### config.mk
export PLATFORM = sky130hd
export DESIGN_NAME = skil_cell
export DESIGN_NICKNAME = d
export VERILOG_FILES = /design/src/rtl/core/skil_pkg.sv /design/src/rtl/core/skil_cell.sv
export SDC_FILE = /design/constraint.sdc
export NUM_CORES = 1
export LEC_CHECK = 0
export ABC_CLOCK_PERIOD_IN_PS = 5800
export BUFFER_PORTS_ARGS = -buffer_cell sky130_fd_sc_hd__buf_2
export CAP_MARGIN = 20
export CORE_ASPECT_RATIO = 0.6
export CORE_MARGIN = 2
export CORE_UTILIZATION = 44
export DETAILED_ROUTE_END_ITERATION = 10
export GPL_TIMING_DRIVEN = 0
export PLACE_DENSITY = 0.81
export SLEW_MARGIN = 40
export SYNTH_ARGS = -nofsm -noshare
export SYNTH_HDL_FRONTEND = slang
export SYNTH_SLANG_ARGS = --single-unit
### constraint.sdc
create_clock -name clk -period 5.8 [get_ports clk]
set_clock_uncertainty 0.2 [all_clocks]
set_input_delay 0.29 -clock clk [delete_from_list [all_inputs] [get_ports clk]]
set_output_delay 0.29 -clock clk [all_outputs]
set_load 0.005 [all_outputs]
### src/rtl/core/skil_pkg.sv
// Shared types and constants for the sorted keyed insertion list.
// Holds command and status codes, field widths and the cell control structs.
// No dependencies.
`timescale 1ns / 1ps
`default_nettype none

package skil_pkg;

  // Field widths of the command and result beats
  localparam int CMD_W  = 2;
  localparam int TAG_W  = 32;
  localparam int DIST_W = 24;
  localparam int IDX_W  = 6;
  localparam int ST_W   = 2;
  localparam int CNT_W  = 7;

  // Command codes
  localparam logic [CMD_W-1:0] CMD_INSERT = 2'd0;
  localparam logic [CMD_W-1:0] CMD_REMOVE = 2'd1;
  localparam logic [CMD_W-1:0] CMD_READ   = 2'd2;

  // Status codes
  localparam logic [ST_W-1:0] ST_OK        = 2'd0;
  localparam logic [ST_W-1:0] ST_FULL      = 2'd1;
  localparam logic [ST_W-1:0] ST_NOT_FOUND = 2'd2;
  localparam logic [ST_W-1:0] ST_BAD_INDEX = 2'd3;

  // One list entry
  typedef struct packed {
    logic [TAG_W-1:0]  tag;
    logic [DIST_W-1:0] distance;
  } entry_t;

  // Operation broadcast to every cell
  typedef struct packed {
    logic              ins;
    logic              rem;
    logic [TAG_W-1:0]  tag;
    logic [DIST_W-1:0] distance;
  } cell_op_t;

  // Per-cell position info derived from the entry count and the match search
  typedef struct packed {
    logic occupied;
    logic at_end;
    logic pull_right;
  } cell_pos_t;

endpackage

`default_nettype wire

### src/rtl/core/skil_cell.sv
// One cell of the list chain: holds a single entry, compares it against the
// broadcast operation and shifts with its neighbors. Depends on skil_pkg.
`timescale 1ns / 1ps
`default_nettype none

module skil_cell (
  input  wire logic              clk,
  input  wire skil_pkg::cell_op_t  op,
  input  wire skil_pkg::cell_pos_t pos,
  input  wire logic              left_greater,
  input  wire skil_pkg::entry_t  left_entry,
  input  wire skil_pkg::entry_t  right_entry,
  output skil_pkg::entry_t       entry,
  output logic                   greater,
  output logic                   match
);

  skil_pkg::entry_t entry_next;

  // Compare the held entry against the broadcast key
  assign greater = pos.occupied && (entry.distance > op.distance);
  assign match   = pos.occupied && (entry.tag == op.tag);

  // Pick the next entry: shift right on insert, shift left on remove
  always_comb begin
    entry_next = entry;
    if (op.ins) begin
      if (left_greater) begin
        entry_next = left_entry;
      end else if (greater || pos.at_end) begin
        entry_next.tag      = op.tag;
        entry_next.distance = op.distance;
      end
    end else if (op.rem && pos.pull_right) begin
      entry_next = right_entry;
    end
  end

  always_ff @(posedge clk) begin
    entry <= entry_next;
  end

endmodule

`default_nettype wire

==> impl.org <==
** STA
- Setup violations remaining at the end of the flow were counted as 0.
- After layout, the minimum clock period comes to just under 3 ns.
- For the pin with the worst max-slew slack, the measured transition is between 0.6 and 0.7 ns.
- Sum of negative setup slack :: 0 ns
- Timing would allow up to approximately 340 MHz.
- The final max-slew violation count is 0.
- Dividing the final minimum period by the clock period gives 50.3%.
- After layout, the worst setup slack is 2.88 ns.
- Setup repair after global routing left no endpoint under its margin.
- Worst slew margin relative to its limit :: between 50% and 60%
- The final hold violation count came to 0.

** Yosys
- The share of the Yosys chip area taken by registers is 43.9%.
- During synthesis, Yosys emitted a total of 0 warnings.
- After synthesis the cells add up to 3830 um2.
- Post-synthesis average cell area :: 10.1 um2
- Number of register bits inferred by synthesis :: 56
- Synthesis instantiated 28 different standard cells from the library.
- Number of instances in the synthesized netlist :: between 300 and 400
- Counting every net in the synthesized netlist gives a little under 600.

** Detailed routing
- Drt initial violations :: 203
- Total number of vias :: 3844
- WL per Instance :: between 15 and 20 um
- Number of vias per cell after detailed routing :: between 5 and 6
- The final layout contains routed wiring with a total length of ~12000 um.
- The detail route stage leaves a number of antenna-violating nets equal to 0.
- Detailed-routing iteration count for the pre-antenna-repair pass :: 5
- DRC errors left :: 0

** Pwr
- The share of total power dissipated in the clock network is 29.0%.
- The internal portion of the total power is 0.866 mW.
- Net switching is roughly 28% of the power.
- Power spread over the standard cell area amounts to between 200 and 250 nW/um2.
- Reg power frac :: between 40% and 50%
- Switch Pwr :: 0.339 mW
- Leak Pwr :: 2.61 nW
- Portion of total power attributed to combinational logic :: approximately 27%
- VDD sags by at most roughly 120 uV.

** Finish
- Count of fill cells added during filler insertion :: roughly 750
- Most frequent cells in the layout :: 234 x buf_2, 66 x a21oi_1, 59 x nor2_1, 56 x mux2i_1, 56 x edfxtp_1
- Registers with the most flip-flops :: entry x56
- The finished layout holds 732 standard cells, fillers aside.
- Largest Register :: entry
- From synthesis to final layout, the design area changed by 39.8%.
- Leading cell type in the layout, fill and taps excluded :: buf_2
- Flip-flop count of the largest register, all copies and words added :: 56
- Cells with a size suffix above 1 make up just over 40% of the layout.
- Nets@finish :: 818
- The repair_antennas step left the layout with diodes totalling 0.

** Clocking
- Number of setup buffers added after CTS :: 0
- Clock buffer depth :: 2
- TritonCTS built the clock tree.
- In this run, post-CTS hold repair placed 0 buffers.
- Number of levels in the clock H-tree :: 2
- Number of CTS-inserted buffers :: 5
- CTS placed an instance of clkbuf_16 at the clock tree root.
- Clock-pin slew of the registers on the worst-case setup and hold paths :: approximately 0.08 ns
- Later-pin clock latency in the skew report :: 0.29 ns
- Once the clock tree was built, the resizer swapped 0 gates to a different size.
- The clock net in this run drives a total of 56 sinks.

** Worst setup path
- Together, buffers and inverters on the worst path number 2.
- Category of the worst setup path capture point :: register
- Critical path class :: reg -> reg
- Of all nets on the critical path, the largest fanout is 18.
- Slowest CP cell :: o21ai_4
- Worst EP required :: 5.60 ns
- Slowest cell delay on critical path :: 0.47 ns
- Broken down by cell family, the worst path's largest delay share belongs to simple AND/OR/NAND/NOR gates.
- Element type at the critical path start :: register
- Worst reg2reg path startpoint :: entry[23]$_DFFE_PP_
- Worst setup path startpoint :: entry[23]$_DFFE_PP_
- Worst endpoint data arrival time :: approximately 2.7 ns
- The signal on the critical path passes through ha_1, nand2_1, nor3_1, nand4b_1, nand4_1, o21ai_4, buf_16, buf_8.

** Worst hold path
- The worst hold path begins at right_entry[52].
- In this run the worst hold path is classified as in -> reg.

** Floorplanning
- In this run the count of I/O pins placed on the die edge is between 200 and 250.
- Initial standard-cell utilization of the core :: 45.1%
- The floorplan step defined a die boundary enclosing approximately 9500 um2.
- The floorplan has 26 rows.
- Placeable core region :: roughly 8500 um2
- In this run the horizontal extent of the chip is 124 um.
- From bottom edge to top edge, the die measures about 76 um.

** Global routing
- Largest net degree at the start of global routing :: 19
- For this run the aggregate overflow at the end of global routing stands at 0.
- First-pass GRT wire length :: roughly 19000 um
- The via count of the first global-routing pass was between 3000 and 4000.
- The number of antenna violations at the first check in global routing was 0.
- Combined global-route utilization of all metal layers :: 24.5%

** Place
- Final Wtd Congestion :: roughly 0.94
- Post-DP HPWL :: just under 10000 um
- Placed instance count :: between 700 and 800
- Placement Setup Slack :: about 2.8 ns
- Port buffer count :: 230

** Outcome
- The run finished with clean final reports.

** Run
- Max-cap violations in this run came to 0.
## power by group through the flow
stage | sequential (mW) | combinational (mW) | clock (mW)
finish | 0.530 | 0.326 | 0.349
global route | 0.535 | 0.360 | 0.368
CTS | 0.529 | 0.327 | 0.354
detailed placement | 0.538 | 0.325 | 0
global placement | 0.542 | 0.304 | 0
floorplan | 0.542 | 0.155 | 0
## worst register-to-register path, delay by kind of cell (launching register included)
kind                       cells  cell delay, ns
DFF                            1            0.40
buffers and inverters          2            0.41
and+or+nand+nor                4            0.80
adders and majority gates      1            0.34
AOI/OAI and AO/OA              1            0.47
## layer usage
| metal | wire length (um) | track usage (%) |
|---|---|---|
| met3 | 1180 | 6.46 |
| met2 | 5490 | 39.9 |
| met4 | 83 | 3.82 |
| met5 | 0 | 0 |
| met1 | 5220 | 33.5 |
## synth_stat cells, drive strengths merged
master	number	area, um2
a21boi	1	7.51
a21o	3	22.5
a21oi	66	330
a221o	1	10.0
a2bb2oi	1	8.76
and4	2	17.5
buf	8	46.3
clkbuf	12	45.0
edfxtp	56	1680
ha	24	300
inv	24	90.1
mux2i	56	561
nand2	5	18.8
nand3	6	30.0
nand4	11	68.8
nand4b	2	17.5
nor2	59	221
nor2b	1	6.26
nor3	1	5.00
nor4	5	43.8
o211ai	1	7.51
o21ai	2	10.0
xnor2	28	245
xor2	4	35.0
## stage by stage
step                power, mW  hold WS (ns)  util [%]  cell area, um2
floorplan               0.697         0.316         -            3830
global placement        0.846         0.406      60.3            5120
detailed placement      0.863         0.415      61.1            5190
CTS                      1.21         0.111      63.1            5350
global route             1.26         0.118      63.1            5350
finish                   1.20         0.114      63.1            5350
## area by class of cell
class	count	area [um2]	area share, %
Clock inverter	2	35.0	0.654
Inverter	24	90.1	1.68
Timing Repair Buffer	233	1210	22.6
Clock buffer	6	129	2.41
Multi-Input combinational cell	279	1980	36.9
Buffer	20	91.3	1.71
Sequential cell	56	1680	31.4
Tap cell	112	140	2.62
## logic make-up (layout without fill, tap and decap cells)
logic type | count (synthesis) | in the layout | synth area share, %
and+or+nand+nor | 92 | 92 | 11.2
AOI/OAI and AO/OA | 75 | 75 | 10.4
muxes | 56 | 56 | 14.6
DFF | 56 | 56 | 43.9
buffers and inverters | 44 | 285 | 4.74
xor gates and xnor gates | 32 | 32 | 7.32
adders and majority gates | 24 | 24 | 7.84
## worst paths after layout
kind / end / slack, ns / depth (start not counted)
max: entry[3]$_DFFE_PP_ / 2.88 / 8
min: entry[52]$_DFFE_PP_ / 0.11 / 3
max reg2reg: entry[3]$_DFFE_PP_ / 2.88 / 8
min reg2reg: entry[26]$_DFFE_PP_ / 1.13 / 4
Power figures use the tool's default switching activity.
